--- config.mk ---
export PLATFORM = sky130hd
export DESIGN_NAME = olirs_first_match
export DESIGN_NICKNAME = d
export VERILOG_FILES = /design/src/olirs_pkg.sv /design/src/olirs_first_match.sv
export SDC_FILE = /design/constraint.sdc
export NUM_CORES = 1
export LEC_CHECK = 0
export ABC_AREA = 1
export BUFFER_PORTS_ARGS = -buffer_cell sky130_fd_sc_hd__buf_2
export CAP_MARGIN = 25
export CORE_MARGIN = 2
export CORE_UTILIZATION = 40
export DETAILED_ROUTE_END_ITERATION = 12
export GPL_ROUTABILITY_DRIVEN = 0
export MAX_ROUTING_LAYER = met4
export SYNTH_ARGS = -nofsm -noshare
export SYNTH_HDL_FRONTEND = slang
export SYNTH_SLANG_ARGS = --single-unit
--- constraint.sdc ---
create_clock -name vclk -period 1.9
set_clock_uncertainty 0.1 [all_clocks]
set_input_delay 0.285 -clock vclk [all_inputs]
set_output_delay 0.285 -clock vclk [all_outputs]
set_load 0.01 [all_outputs]
--- src/olirs_pkg.sv ---
package olirs_pkg;

    localparam int CAPACITY_DEF      = 64;
    localparam int ELEMENT_WIDTH_DEF = 32;

    localparam int CMD_W   = 2;
    localparam int POS_W   = 7;
    localparam int VAL_W   = 32;
    localparam int S_DATA_W = 40;
    localparam int M_DATA_W = 56;

    typedef enum logic [CMD_W-1:0] {
        OP_INSERT = 2'd0,
        OP_REMOVE = 2'd1,
        OP_SEARCH = 2'd2,
        OP_CLEAR  = 2'd3
    } op_t;

    // Broadcast to every cell in the execute cycle
    typedef struct packed {
        logic shift_ins;
        logic shift_rem;
    } cell_ctrl_t;

endpackage

--- src/olirs_first_match.sv ---
module olirs_first_match #(
    parameter int WIDTH = olirs_pkg::CAPACITY_DEF,
    parameter int IDX_W = 6
) (
    input  logic [WIDTH-1:0] match,
    output logic             any,
    output logic [IDX_W-1:0] index
);
    import olirs_pkg::*;

    logic [WIDTH-1:0] first_hot;

    // isolate the lowest set bit
    assign first_hot = match & (~match + WIDTH'(1));
    assign any       = |match;

    always_comb begin
        index = '0;
        for (int i = 0; i < WIDTH; i++) begin
            index = index | (first_hot[i] ? IDX_W'(i) : '0);
        end
    end

endmodule

* After elaboration in Yosys (flattened, before gate mapping)
Cells that the tools add are included.
Operators by class: mux-type cells 63, reductions and logical operators 1, bitwise gates (word level) 64, $add $sub $neg 1
Operators by type and width (number):
- $mux W6 | 32
- $or A6 B6 Y6 | 31
- $mux W5 | 16
- $or A5 B5 Y5 | 15
- $add A64 B1 Y64 const B | 1
- $and A64 B64 Y64 | 1
- $not A64 Y64 | 1
- $reduce_or A64 Y1 | 1
- $mux W4 | 8
- $or A4 B4 Y4 | 7
- $mux W3 | 4
- $or A3 B3 Y3 | 3
- $or A5 B6 Y6 | 1
- $or A4 B5 Y5 | 1
- $mux W2 | 2
- $or A3 B4 Y4 | 1
- $or A2 B3 Y3 | 1
- $or A1 B2 Y2 | 1
- $or A2 B2 Y2 | 1
- $mux W1 | 1
Storage, ports and cells: register bits 0, input bits 64, word-level logic and storage cells 129, output and inout bits 7

* Logic depth before layout (Yosys ltp)
depth in word-level cells 66, mapped depth 11, gate-level depth less buffers 11

* Least setup slack after synthesis
OpenSTA, ideal clock, no wires.
kind input to output, start point in match[1], end point out any, required time 1.515 ns, stages on the path 7, setup slack 0.094 ns, path buffers 0, arrival time 1.421 ns, cells stage by stage nor2_2 -> nand2_2 -> nor2_4 -> nand2_1 -> inv_1 -> nand2_1 -> or4_1
On the way: longest elaborated chain between the ends 1
Ends and longest elaborated chain:
- start, declared | line olirs_first_match.sv:5 | input logic [WIDTH-1:0] match,
- $reduce_or A64 Y1 | line olirs_first_match.sv:15 | assign any = |match;
- end, declared | line olirs_first_match.sv:6 | output logic any,
Every way passes these cells.

* Worst setup path after layout
start point in match[5], end point out index[0]
On the way: longest elaborated chain between the ends 63, elaborated cells on any way between the ends 92, those cells by class 1 x add/sub; 30 x mux; 61 x bitwise
Ends and longest elaborated chain:
- $not A64 Y64 | line olirs_first_match.sv:14 | assign first_hot = match & (~match + WIDTH'(1));
- $add A64 B1 Y64 | line olirs_first_match.sv:14
- $and A64 B64 Y64 (*) | line olirs_first_match.sv:14
- $mux W3 | line olirs_first_match.sv:20 | index = index | (first_hot[i] ? IDX_W'(i) : '0);
- $or A3 B3 Y3 (3 in a row) | line olirs_first_match.sv:20
- $or A3 B4 Y4 | line olirs_first_match.sv:20
- $or A4 B4 Y4 (7 in a row) | line olirs_first_match.sv:20
- $or A4 B5 Y5 | line olirs_first_match.sv:20
- $or A5 B5 Y5 (15 in a row) | line olirs_first_match.sv:20
- $or A5 B6 Y6 | line olirs_first_match.sv:20
- $or A6 B6 Y6 (30 in a row) | line olirs_first_match.sv:20
- $or A6 B6 Y6 (*) | line olirs_first_match.sv:20
- end, declared | line olirs_first_match.sv:7 | output logic [IDX_W-1:0] index
Mark *: on every way between the ends. The rest lies on a longest branch, timed or not.

==> impl_metrics.toml <==
[critical_path]
cp-start-kind = "primary input"
cp_top_family = "simple AND/OR/NAND/NOR gates"
critPathMaxFanout = 8
cpPeakStageDelay_ns = 0.23
path_cells = "buf_6 > nor2_4 > nand2_2 > nor2_4 > nand2_4 > nor2_8 > nand3_4 > nand2_1 > nor2_1 > nand2_1 > nor2_1 > nand3_1 > buf_2"
worstPathArrival_ns = 1.82
worstSetupEndpointType = "output port"
worst_path_max_delay_cell = "nor2_8"
startpoint = "match[5]"
cp_num_buf_inv = 2
critPathKind = "in -> out"
required_ns = 1.51

[detailed_routing]
antenna_left = 0
vias = 4480
wl_per_cell_um = 15.13
wirelength_um = 12330
routed.top_layer = "met4"
dr.pass1.iters = 5
met1_length_um = 4300
drc_errors = 0
routed_via_density = 5.497
detail_route.iter0.violations = 384
wl_met3_um = 1018
wl_met2_um = 6120

[grt]
grt_pass1_wl_um = 18510
grt_usage_pct = 36.85
antenna_found_initial = 0
grt_max_degree = 9
grt-ovfl-total = 0
grt_pass1_vias = 4275

[synthesis]
syn-instance-count = 546
yosys-top-cells-area = "nand2_1, nor2_1, nand3_1"
synth_top_family_by_area = "simple AND/OR/NAND/NOR gates"
synth_cell_types = 20
synthXorXnorAreaFrac_pct = 0
synth_nets = 610
synth_top_area_cell = "nand2_1"
synth_top_cell_area_share_pct = 25.79
synth_compound_area_share_pct = 1.582
synth_area_per_cell_um2 = 4.345
yosys_warnings = 0
synthAdderAreaFrac_pct = 0
ys_seq_area_share_pct = 0
netlist_area_um2 = 2372
synth.area.mux_share_pct = 0
yosys.area_share.simple_pct = 85.92

[hold_path]
hold_class = "in -> out"
min_from = "match[60]"

[timing]
fmax_mhz = 453.2
max_slew.worst_pin.slew_ns = 0.3674
fin_crit_sh_pct = 116.1
relSlewSlack_pct = 75.25
setup-violations-final = 7
postLayoutSetupSlackWorst_ns = -0.3064
rsz0062_at_grt = "yes"
hold_viol = 0
min_period_ns = 2.206
finalMaxSlewViolations = 0

[cells_and_area]
seq_area_um2 = 0
drive_gt1_share_pct = 45.00
fin_util_pct = 74.18
final_common_cell = "nand2_1"
num-fill-cells = 516
multi_input_area_um2 = 2592
design.seq.count = 0
nNetsFinal = 806
clock_buffers = 0
diodes = 0
area_growth_pct = 81.86
final_cell_mix = "nand2_1, buf_4, nor2_1"

[power_and_ir_drop]
worst_ir_drop_vdd_mv = 0.1036
total_power_mw = 0.4893
power.leakage_nw = 2.373
p_per_area_nw_per_um2 = 113.4

[placed_design]
io_buffers = 71
hpwl_um = 9447

[status]
violations = "negative setup slack"
status = "finished with violations"

[die]
die_area_um2 = 6563
io_pins = 71
die_h_um = 81.01
fp.dieW_um = 81.01
core_area_um2 = 5816
start_util_pct = 40.79
rows = 28

[flow_run]
drv_cap = 0

[clocking]
cts_hold_buf = 0
==> synth_stat cells (all sizes together) <==
| master | n |
|---|---|
| nand3 | 69 |
| and2 | 3 |
| nand3b | 3 |
| o211ai | 1 |
| inv | 79 |
| nor2 | 176 |
| nand4 | 20 |
| and3 | 1 |
| o21ai | 4 |
| a21oi | 2 |
| or4 | 1 |
| nor3 | 14 |
| nor3b | 3 |
| nand2 | 170 |
==> final cells by class <==
type	instances	share of cell area, %
Inverter	79	6.874
Multi-Input combinational cell	467	60.09
Tap cell	75	2.175
Timing Repair Buffer	194	30.86
==> logic make-up (layout without fill, tap and decap cells) <==
logic type             after synthesis  in the layout
AND/OR/NAND/NOR                    460            460
buffers and inverters               79            273
AO/OA/AOI/OAI                        7              7
==> stage by stage <==
| stage | hold WS (ns) | cells | setup WS, ns | TNS (ns) | cell area (µm²) |
|---|---|---|---|---|---|
| after detailed placement | 0.9079 | 800 | -0.3916 | -2.516 | 3632 |
| after CTS | 0.9088 | 810 | -0.2149 | -1.399 | 4113 |
| after floorplan | 0.6800 | 546 | 0.09446 | 0 | 2372 |
| after global placement | 0.9061 | 800 | -0.3435 | -2.284 | 3632 |
| after global routing | 0.9597 | 815 | -0.3734 | -2.460 | 4314 |
| final | 0.9177 | 815 | -0.3064 | -2.043 | 4314 |
==> timing repair <==
item                                    in CTS  in global routing
cloned                                       0                  0
pin swaps                                   51                 25
endpoints found under the setup margin       7                  7
buffers inserted                            10                  5
resized for setup                          120                 48
==> worst paths after layout <==
path        to  slack, ns  cells past startpoint
max   index[0]      -0.31                     13
min        any       0.92                      5
==> power breakdown <==
part	total (mW)	internal, mW	switching, mW
clock	0	0	0
sequential	0	0	0
combinational	0.489	0.221	0.268
total	0.489	0.221	0.268
==> metal layers <==
| metal | global-route usage (%) | vias up |
|---|---|---|
| met4 | 24.58 | 0 |
| met1 | 36.98 | 1994 |
| li1 | - | 2105 |
| met3 | 3.778 | 88 |
| met2 | 67.27 | 293 |
| met5 | - | - |
Note: power is estimated with default switching activity, not from simulation.
