## config.mk

```make
export PLATFORM = sky130hd
export DESIGN_NAME = olirs_cell
export DESIGN_NICKNAME = d
export VERILOG_FILES = /design/src/olirs_pkg.sv /design/src/olirs_cell.sv
export SDC_FILE = /design/constraint.sdc
export NUM_CORES = 1
export LEC_CHECK = 0
export CELL_PAD_IN_SITES_DETAIL_PLACEMENT = 0
export CELL_PAD_IN_SITES_GLOBAL_PLACEMENT = 2
export CORE_MARGIN = 2
export CORE_UTILIZATION = 36
export CTS_BUF_LIST = sky130_fd_sc_hd__clkbuf_2 sky130_fd_sc_hd__clkbuf_4 sky130_fd_sc_hd__clkbuf_8
export CTS_CLUSTER_DIAMETER = 40
export CTS_CLUSTER_SIZE = 8
export DETAILED_ROUTE_END_ITERATION = 16
export DONT_BUFFER_PORTS = 1
export GPL_ROUTABILITY_DRIVEN = 1
export MAX_ROUTING_LAYER = met4
export PLACE_DENSITY_LB_ADDON = 0.1
export SYNTH_ARGS = -nofsm -noshare
export SYNTH_HDL_FRONTEND = slang
export SYNTH_SLANG_ARGS = --single-unit
```

## constraint.sdc

```tcl
create_clock -name aclk -period 2.4 [get_ports aclk]
set_input_delay 0 -clock aclk [delete_from_list [all_inputs] [get_ports aclk]]
set_output_delay 0 -clock aclk [all_outputs]
set_load 0.05 [all_outputs]
```

## src/olirs_pkg.sv

```systemverilog
package olirs_pkg;

    localparam int CAPACITY_DEF      = 64;
    localparam int ELEMENT_WIDTH_DEF = 32;

    localparam int CMD_W   = 2;
    localparam int POS_W   = 7;
    localparam int VAL_W   = 32;
    localparam int S_DATA_W = 40;
    localparam int M_DATA_W = 56;

    typedef enum logic [CMD_W-1:0] {
        OP_INSERT = 2'd0,
        OP_REMOVE = 2'd1,
        OP_SEARCH = 2'd2,
        OP_CLEAR  = 2'd3
    } op_t;

    // Broadcast to every cell in the execute cycle
    typedef struct packed {
        logic shift_ins;
        logic shift_rem;
    } cell_ctrl_t;

endpackage

```

## src/olirs_cell.sv

```systemverilog
module olirs_cell #(
    parameter int ELEMENT_WIDTH = olirs_pkg::ELEMENT_WIDTH_DEF,
    parameter int IDX_W         = 6,
    parameter int CNT_W         = 7,
    parameter int INDEX         = 0
) (
    input  logic                     aclk,
    input  olirs_pkg::cell_ctrl_t    ctrl,
    input  logic [IDX_W-1:0]         k_idx,
    input  logic [CNT_W-1:0]         count,
    input  logic [ELEMENT_WIDTH-1:0] item_val,
    input  logic [ELEMENT_WIDTH-1:0] left_data,
    input  logic [ELEMENT_WIDTH-1:0] right_data,
    output logic [ELEMENT_WIDTH-1:0] data_out,
    output logic                     match,
    output logic [ELEMENT_WIDTH-1:0] sel_data
);
    import olirs_pkg::*;

    logic [ELEMENT_WIDTH-1:0] data_reg;
    logic [ELEMENT_WIDTH-1:0] data_next;
    logic                     is_valid;
    logic                     at_k;
    logic                     above_k;

    assign is_valid = CNT_W'(INDEX) < count;
    assign at_k     = IDX_W'(INDEX) == k_idx;
    assign above_k  = IDX_W'(INDEX) > k_idx;

    always_comb begin
        data_next = data_reg;
        if (ctrl.shift_ins) begin
            if (above_k) begin
                data_next = left_data;
            end else if (at_k) begin
                data_next = item_val;
            end
        end else if (ctrl.shift_rem) begin
            // close the gap: everything from the removed slot up moves down
            if (above_k || at_k) begin
                data_next = right_data;
            end
        end
    end

    always_ff @(posedge aclk) begin
        data_reg <= data_next;
    end

    assign data_out = data_reg;
    assign match    = is_valid && (data_reg == item_val);
    assign sel_data = at_k ? data_reg : '0;

endmodule

```

; After elaboration in Yosys (flattened, before gate mapping)
; Index checks and enable logic that the tools add are counted.
[word_totals]
reg_bits = 32
output_inout_bits = 65
[classes]
n_lt_le_gt_ge = 2
eq_ne = 2
n_mux = 6
n_reduce_logical = 6
[op_table]
columns = op, count
row1 = 32-bit two-way mux, 6
row2 = 32-bit equality test, 1
row3 = "1-bit by 7-bit < comparator with 1-bit output, first input constant", 1
row4 = "1-bit by 6-bit greater-than comparator with 1-bit output, first input constant", 1
row5 = 6-bit zero test, 1
row6 = 2-bit nonzero test, 2
row7 = "3-bit by 1-bit != test with 1-bit output, second input constant", 1
row8 = 3-bit AND reduction, 1
row9 = 1-bit logical AND, 1
row10 = 1-bit logical OR, 1

; Longest topological paths before layout
; Gate-level depths: netlist (run 1).
[logic_depth]
depth_word = 5
ltp_mapped = 4

; Worst setup path before layout (run 1)
; OpenSTA, ideal clock, no wires.
[synth_path]
kind = flip-flop to output port
start = reg data_reg[31] (netlist: data_out[31])
end = out match
arrival_ns = 3.687
t_required_ns = 2.400
path_slack_ns = -1.287
path_stages_with_launch = 5
path_cell_list = edfxtp_1 xor2_1 nor4_1 nand3_1 a2111oi_0
[synth_via]
elab_chain_len = 2
[synth_rtl]
columns = element, line
row1 = from (decl), olirs_cell.sv:20  ; logic [ELEMENT_WIDTH-1:0] data_reg;
row2 = from (signal assigned), olirs_cell.sv:47  ; data_reg <= data_next;
row3 = 32-bit equality test, olirs_cell.sv:51  ; assign match = is_valid && (data_reg == item_val);
row4 = 1-bit logical AND, olirs_cell.sv:51
row5 = to (decl), olirs_cell.sv:15  ; output logic match,
; Every way passes these cells.

; Worst setup path after layout (run 1)
[layout_path]
start = reg data_reg[1] (netlist: data_out[1])
end = out match
; The elaborated chain is that of the path after synthesis.

==> results by stage, run 1 <==
Logic synthesis:
- The synthesized area is 0.00197 sq mm.
- The fraction of the yosys area taken by sequential cells is 0.488.
- Of all cell types, the one taking the most synthesized area is sky130_fd_sc_hd__edfxtp_1.
- A synthesized cell averages 13.1 sq um.
- For this run, the leading register cell type out of synthesis is sky130_fd_sc_hd__edfxtp_1.
- The total number of yosys warnings is 0.
- The number of distinct library cell variants in the gate-level netlist after synthesis is 16.
- The post-synth net total is 263.
- Of the post-synthesis cell area, the dominant cell type holds 0.488.
- The number of synthesized flops with an enable pin is 32.
- By area the synthesized netlist is led by sky130_fd_sc_hd__edfxtp_1 49%, sky130_fd_sc_hd__mux2_2 18%, sky130_fd_sc_hd__xor2_1 12%.
- The synthesized flop and latch total is 32.
- The commonest cells after synthesis are 32 x sky130_fd_sc_hd__and2_1, 32 x sky130_fd_sc_hd__edfxtp_1, 32 x sky130_fd_sc_hd__mux2_2.
- After technology mapping, the gate count stands at 151.
- The async set-reset flop share out of synthesis is 0.

Placed design:
- The count of port buffers added during placement is 0.
- The half-perimeter wire length after detailed placement is 3.66 mm.
- The total placed cells including tap cells is 247.
- Routability-driven placement finished with a final weighted congestion of 0.747.

Route:
- For this run, the detailed router's first-pass iteration total came to 4.
- The initial detailed-routing violation count is 41.
- In the final routed layout, each cell accounts on average for 16.1 microns.
- The number of routed nets with antenna violations is 0.
- The wire length after detailed routing is 5.12 mm.
- In the routed design, unresolved DRC markers number 0.
- The via-per-instance ratio is 4.86.
- The total via count after detailed routing is 1549.

Global routing:
- For met1 alone, demand over resource in global routing was 0.175.
- After global routing the overflow that remains totals 0.
- The met2 track demand over resource in global routing is 0.328.
- The most utilized layer in the global route result is met2.
- The initial antenna violation count was 0.
- The number of global-route vias before repair came to 1692.
- The met3 track utilization from global routing is 0.0488.
- Entering global routing, the biggest net connects 34 pins.
- For this run, the total global-route usage over all layers was measured as 0.174.
- The first global-routing pass estimated 7.94 mm of wire.

Clocking:
- Post-CTS timing repair inserted 0 buffers for setup.
- The clock passes through at most 2 buffers.
- The quantity of gates resized following cts is 0.
- TritonCTS built the clock tree.
- After clock tree synthesis, the clock-pin slew on the worst setup and hold paths is 0.06 ns.
- The tree is rooted in a sky130_fd_sc_hd__clkbuf_8.
- Clock tree synthesis inserted a total of 5 buffers.
- After clock tree synthesis, the flow added hold-fix buffers numbering 64.
- Counting every sink on the clock net gives 32.
- CTS built an H-tree with a depth of 2.

Setup path:
- The data arrival time of the critical path is 2.06 ns.
- Data on the critical path is required at its endpoint by 2.40 ns.
- The type of the worst setup path is flop to primary output.
- The worst setup path is captured at a primary output.
- The maximum net fanout on the critical path is 2.
- The startpoint type of the worst setup path is a flop.

STA:
- Based on the critical path, the design can be clocked at up to 0.485 GHz.
- The final hold violation count is 0.
- The worst slew margin relative to its limit is 0.628.
- Setup repair after global routing left no endpoint under its margin.
- The post-layout minimum cycle time is 2.06 ns.
- The count of pins over their slew limit is 0.
- Setup violations remaining at the end of the flow were counted as 0.
- In the finished design, the share of the clock period the worst path needs comes to 0.859.
- Adding up every negative setup slack in the final design gives 0 ns.
- The transition time at the pin with the least slew margin is 0.558 ns.

Floorplan:
- From left edge to right edge, the die measures 78.0 microns.
- The overall die area is 0.00608 sq mm.
- The total area inside the core boundary comes to 0.00520 sq mm.
- 177 I/O pins were placed.
- Measured along the y axis, the die boundary spans 78.0 microns.
- The effective utilization at floorplan is 0.379.
- The floorplan has 26 rows.

Power:
- Power spread over the standard cell area amounts to 422 mW/mm^2.
- The total power draw is 0.00126 W.
- The worst-case IR drop observed on VDD is 0.341 mV.
- The leakage dissipation is 1.13 nW.

Worst hold path:
- The min-delay analysis places its worst path in the category input pin to flop.

Finish:
- 0 antenna diodes ended up in the layout.
- Summing all multi-input logic gate instances after layout gives 963 sq um.
- Of the cells placed in the final design, the portion with a size suffix greater than 1 is 0.301.
- The number of nets in the layout is 360.
- From synthesis to final layout, the design area changed by 51.6%.
- Registers take 961 sq um.
- Excluding fillers, the count of instances in the completed layout stands at 319.
- The register with the most flip-flops in the layout has 32 of them.
- The number of fillers in the final layout is 434.

Run status:
- The run finished with clean final reports.

Run:
- Across the run, the number of max-cap violations was 0.
## cells in the final DEF (no fill, tap or decap), drive strengths merged
cell type	n
dlygate4sd3	64
buf	33
mux2	32
and2	32
edfxtp	32
xor2	28
nor4	8
clkbuf	7
xnor2	4
nand4	2
nor3	2
or4	1
o21a	1
nand3	1
a2111oi	1
clkinv	1
## worst paths after layout
path | end | cells after the start | slack (ns) | start
worst max-delay path | match | 5 | 0.34 | data_out[1]
worst min-delay path | data_out[17] | 2 | 0.20 | ctrl[0]
## worst max-delay path, cell delays in order (launching register included)
cell and delay, ns:
sky130_fd_sc_hd__edfxtp_1 0.40, sky130_fd_sc_hd__xor2_1 0.17, sky130_fd_sc_hd__nor4_1 0.44, sky130_fd_sc_hd__nand4_1 0.21, sky130_fd_sc_hd__a2111oi_2 0.31, sky130_fd_sc_hd__buf_4 0.26
## final cells by class
type,instances,area share
Clock buffer,7,0.0281
Clock inverter,1,0.00126
Multi-Input combinational cell,112,0.322
Sequential cell,32,0.322
Tap cell,70,0.0293
Timing Repair Buffer,97,0.297
## through the flow
| stage | worst slack, ns | cell area [sq um] | utilization | hold slack, ns |
|---|---|---|---|---|
| finish | 0.339 | 2990 | 0.574 | 0.201 |
| detailed placement | 0.601 | 2260 | 0.434 | 0.223 |
| CTS | 0.264 | 2990 | 0.574 | 0.195 |
| global route | 0.183 | 2990 | 0.574 | 0.208 |
| global placement | 0.637 | 2260 | 0.434 | 0.221 |
| floorplan | 0.0440 | 1980 | - | 0.220 |
## cells by family (layout without fill, tap and decap cells)
family | count (synthesis) | after routing | share of synthesized area
buf+inv | 7 | 105 | 0.0267
mux | 32 | 32 | 0.183
xor+xnor | 32 | 32 | 0.142
flops | 32 | 32 | 0.488
simple gates | 46 | 46 | 0.152
compound gates | 2 | 2 | 0.00826
## power breakdown
part	internal, W	switching, W	leakage, nW
clock network	0.000224	0.000188	0.0467
registers	0.000625	0.00000579	0.288
logic	0.000149	0.0000704	0.794
total	0.000998	0.000264	1.13
## per-layer routing
layer  part of all wire  up-vias  wire length (microns)
li1                   -      735                      -
met1               0.37      723                   1870
met2               0.56       87                   2850
met3              0.072        4                    371
met4             0.0064        0                     33
met5                  0        -                      0
No activity file was read; power rests on OpenSTA's default activity.
==> run 2, diff against run 1 <==
--- a/config.mk
+++ b/config.mk
@@ -5,10 +5,11 @@
 export SDC_FILE = /design/constraint.sdc
 export NUM_CORES = 1
 export LEC_CHECK = 0
+export ABC_AREA = 1
 export CELL_PAD_IN_SITES_DETAIL_PLACEMENT = 0
 export CELL_PAD_IN_SITES_GLOBAL_PLACEMENT = 2
 export CORE_MARGIN = 2
-export CORE_UTILIZATION = 36
+export CORE_UTILIZATION = 31
 export CTS_BUF_LIST = sky130_fd_sc_hd__clkbuf_2 sky130_fd_sc_hd__clkbuf_4 sky130_fd_sc_hd__clkbuf_8
 export CTS_CLUSTER_DIAMETER = 40
 export CTS_CLUSTER_SIZE = 8
==> run 2 against run 1 <==
Effect of this change:
- sequential power grew 2%
- die area grew 29%
- cell count grew 58%
- non-clock buffer count grew 3
==> results by stage, run 2 <==
Global routing:
- The maximum number of pins on one net before global-route repair was 54 (+59%).
- The met3 track utilization from global routing is 0.0410 (-0.00779).
- The number of global-route vias before repair came to 2183 (+29%).
- The met1 track utilization from global routing is 0.204 (+0.0289).
- The overall routing resource usage was 0.175 (+0.000532).
- The initial antenna violation count is 0 (unchanged).
- The most utilized layer in the global route result is met2.
- The first-pass GRT wire length is 10.1 mm (+27%).
- The met2 track demand over resource in global routing is 0.292 (-0.0367).
- The sum of overflow across all layers after global routing is 0 (unchanged).

STA:
- The final setup TNS came to 0 ns (unchanged).
- The final hold violation count was 0 (unchanged).
- The peak clock frequency supported by timing is 0.502 GHz (+3.5%).
- The final period utilization was 0.830 (-0.0287).
- The post-layout minimum cycle time was 1.99 ns (-0.0689 ns).
- The transition time at the pin with the least slew margin is 0.820 ns (+0.262 ns).
- Setup repair after global routing left no endpoint under its margin.
- The count of pins over their slew limit is 0 (unchanged).
- The smallest hold slack is 0.336 ns (+0.135 ns).
- The worst slew margin relative to its limit is 0.453 (-0.175).
- The total of endpoints with negative setup slack in the final report is 0 (unchanged).

Logic synthesis:
- The synthesized flop and latch total is 32 (unchanged).
- The cell with the most instances after synthesis is sky130_fd_sc_hd__nand2_1.
- The post-synthesis instance total is 311 (+110%).
- The share of Yosys cell area claimed by the top area cell type is 0.432 (-0.0554).
- The number of distinct library cell variants in the gate-level netlist after synthesis came to 17 (+1).
- The async set-reset flop share out of synthesis is 0 (unchanged).
- The post-synth net total is 423 (+61%).
- The biggest area contributor in the post-synthesis netlist is sky130_fd_sc_hd__edfxtp_1.
- In the synthesized netlist, the cells that appear most often are 119 x sky130_fd_sc_hd__nand2_1, 53 x sky130_fd_sc_hd__inv_1, 32 x sky130_fd_sc_hd__edfxtp_1.
- The post-synthesis area per instance is 7.15 sq um (-45%).
- The synthesized area came to 0.00222 sq mm (+13%).
- Ranked by total cell area, the synthesized netlist is headed by sky130_fd_sc_hd__edfxtp_1 43%, sky130_fd_sc_hd__nand2_1 20%, sky130_fd_sc_hd__inv_1 8.9%.
- The number of synthesized flops with an enable pin is 32 (unchanged).
- The total number of yosys warnings came to 0 (unchanged).
- The fraction of the yosys area taken by sequential cells is 0.432 (-0.0554).
- For this run, the leading register cell type out of synthesis is sky130_fd_sc_hd__edfxtp_1.

Clocking:
- The H-tree depth came to 2 (unchanged).
- The deepest clock path buffer count is 2 (unchanged).
- The quantity of gates resized following cts is 0 (unchanged).
- CTS placed an instance of sky130_fd_sc_hd__clkbuf_8 at the clock tree root.
- The clock sink total is 32 (unchanged).
- The clock-pin slew on the worst setup and hold paths is 0.07 ns (about the same).
- The CTS tree is yes.
- The number of buffers added by the clock tree synthesis step is 5 (unchanged).

Setup path:
- Among all stages on the critical path, the largest delay is contributed by sky130_fd_sc_hd__edfxtp_1.
- The start point of the critical path is data_out[28].
- STA classifies the critical path endpoint as a primary output.
- The startpoint type of the worst setup path is a flop.
- The data arrival time of the critical path is 1.99 ns (-0.07 ns).
- The endpoint required time on the critical path is 2.40 ns (about the same).
- The type of the worst setup path is flop to primary output.
- The maximum net fanout on the critical path is 3 (+1).
- The worst setup path endpoint is match.
- The critical path goes through inv_1, nand2_1, nand2_1, nor2_1, nand2_1, nor2_1, nand3_1, nor2_1, buf_4.
- The maximum cell stage delay along the critical path is 0.68 ns (+0.24 ns).

Placed design:
- The count of port buffers added during placement was 0 (unchanged).
- The half-perimeter wire length after detailed placement is 4.54 mm (+24%).
- The post-detailed-placement cell area came to 0.00256 sq mm (+13%).
- The routability-driven placement congestion ratio is 0.773 (+3.6%).

Floorplan:
- The I/O pin count came to 177 (unchanged).
- The number of placement rows is 30 (+15%).
- The overall die area was 0.00787 sq mm (+29%).
- The core area is 0.00687 sq mm (+32%).
- The effective utilization at floorplan is 0.324 (-0.0549).
- The overall die width is 88.7 microns (+14%).
- The vertical die dimension was 88.7 microns (+14%).

Finish:
- The fraction of layout cells with a size suffix above 1 is 0.181 (-0.120).
- The library cell used most frequently in the layout, excluding fill and tap cells, is sky130_fd_sc_hd__nand2_1.
- The number of flip-flops under the largest register name is 32 (unchanged).
- Compared with the post-synthesis result, the final layout area differs by 47.7%.
- The design area is 0.00328 sq mm (+9.9%).
- The antenna diode count is 0 (unchanged).
- The number of nets in the layout came to 521 (+45%).
- The library cells used most frequently in the layout, excluding fill and tap cells, are 119 x sky130_fd_sc_hd__nand2_1, 65 x sky130_fd_sc_hd__dlygate4sd3_1, 53 x sky130_fd_sc_hd__inv_1.

Route:
- The initial detailed-routing violation count is 76 (+85%).
- The wire length after detailed routing is 6.66 mm (+30%).
- The total via count after detailed routing is 2184 (+41%).
- The via-per-instance ratio is 4.32 (-11%).
- The routed length per instance came to 13.2 microns (-18%).
- The post-detailed-route DRC marker count is 0 (unchanged).
- The number of routed nets with antenna violations came to 0 (unchanged).
- The number of detailed-routing iterations run before antenna repair is 4 (unchanged).

Power:
- The reported net switching power is 0.000322 W (+22%).
- The clock power share came to 0.309 (-0.017).
- The leakage dissipation is 1.58 nW (+40%).
- The sequential power share was 0.509 (+0.009).
- The peak ir drop on the vdd network is 0.238 mV (-30%).
- The internal power of the cells is 0.000947 W (-5.1%).
- The power density over the cells is 386 mW/mm^2 (-8.5%).
- The fraction of power spent switching nets is 0.254 (+0.0444).
- The combinational power share is 0.182 (+0.008).

Run status:
- The run finished with clean final reports.

Worst hold path:
- The class of the worst hold path is input pin to flop.

Run:
- The count of maximum capacitance violations is 0 (unchanged).
==> run 2: cell count changes in the layout (fill, tap and decap cells not counted), sizes merged, moves of 2 or more <==
cell / delta
nand2: +120
inv: +54
nor2: +54
and2: -32
mux2: -32
xor2: -28
o21ai: +26
nor4: -7
xnor2: +6
buf: +2
clkbuf: -2
==> run 2: worst max-delay path, delay by kind of cell, from the launching register on <==
family	cells	cell delay, ns
flops	1	0.68
simple gates	7	0.65
buf+inv	2	0.37
==> run 2: cell families after synthesis <==
family | Yosys count | share of synthesized area
simple gates | 180 | 0.353
flops | 32 | 0.432
buf+inv | 63 | 0.116
xor+xnor | 10 | 0.0394
compound gates | 26 | 0.0585
==> run 2: through the flow <==
stage	setup slack [ns]	util	total power (W)	std cells
floorplan	0.181	-	0.000761	311
global placement	0.674	0.372	0.000784	433
detailed placement	0.679	0.372	0.000785	433
CTS	0.351	0.478	0.00129	505
global route	0.215	0.478	0.00134	505
finish	0.408	0.478	0.00127	505
==> run 2: repair_timing <==
action                                 4_1_cts  5_1_grt
endpoints found under the hold margin       32        0
setup buffers                                0        0
hold buffers                                65        0
==> run 2: worst min path at each step <==
stage,from,to,cells past startpoint
4_1_cts,k_idx[0],data_out[21],4
3_5_place_dp,right_data[12],data_out[12],2
6_report,k_idx[0],data_out[21],4
3_3_place_gp,right_data[9],data_out[9],2
2_1_floorplan,right_data[0],data_out[0],2
5_1_grt,k_idx[0],data_out[30],4
==> run 2: cell type report <==
cell class	count	area, sq um
Fill cell	729	3580
Tap cell	96	120
Inverter	54	203
Clock inverter	2	7.51
Clock buffer	5	68.8
Timing Repair Buffer	100	913
Sequential cell	32	961
Multi-Input combinational cell	216	1010
==> run 2: per-layer routing <==
metal,up-vias,share of wire
met5,-,0
met3,12,0.076
met1,957,0.42
met2,84,0.48
met4,0,0.020
li1,1131,-
==> run 2: power by group through the flow <==
stage                     clock network [W]  logic (W)  registers [W]
after floorplan                           0   0.000102       0.000659
after global placement                    0   0.000126       0.000658
after detailed placement                  0   0.000127       0.000658
after CTS                          0.000415   0.000231       0.000646
after global routing               0.000433   0.000259       0.000646
final                              0.000392   0.000231       0.000646
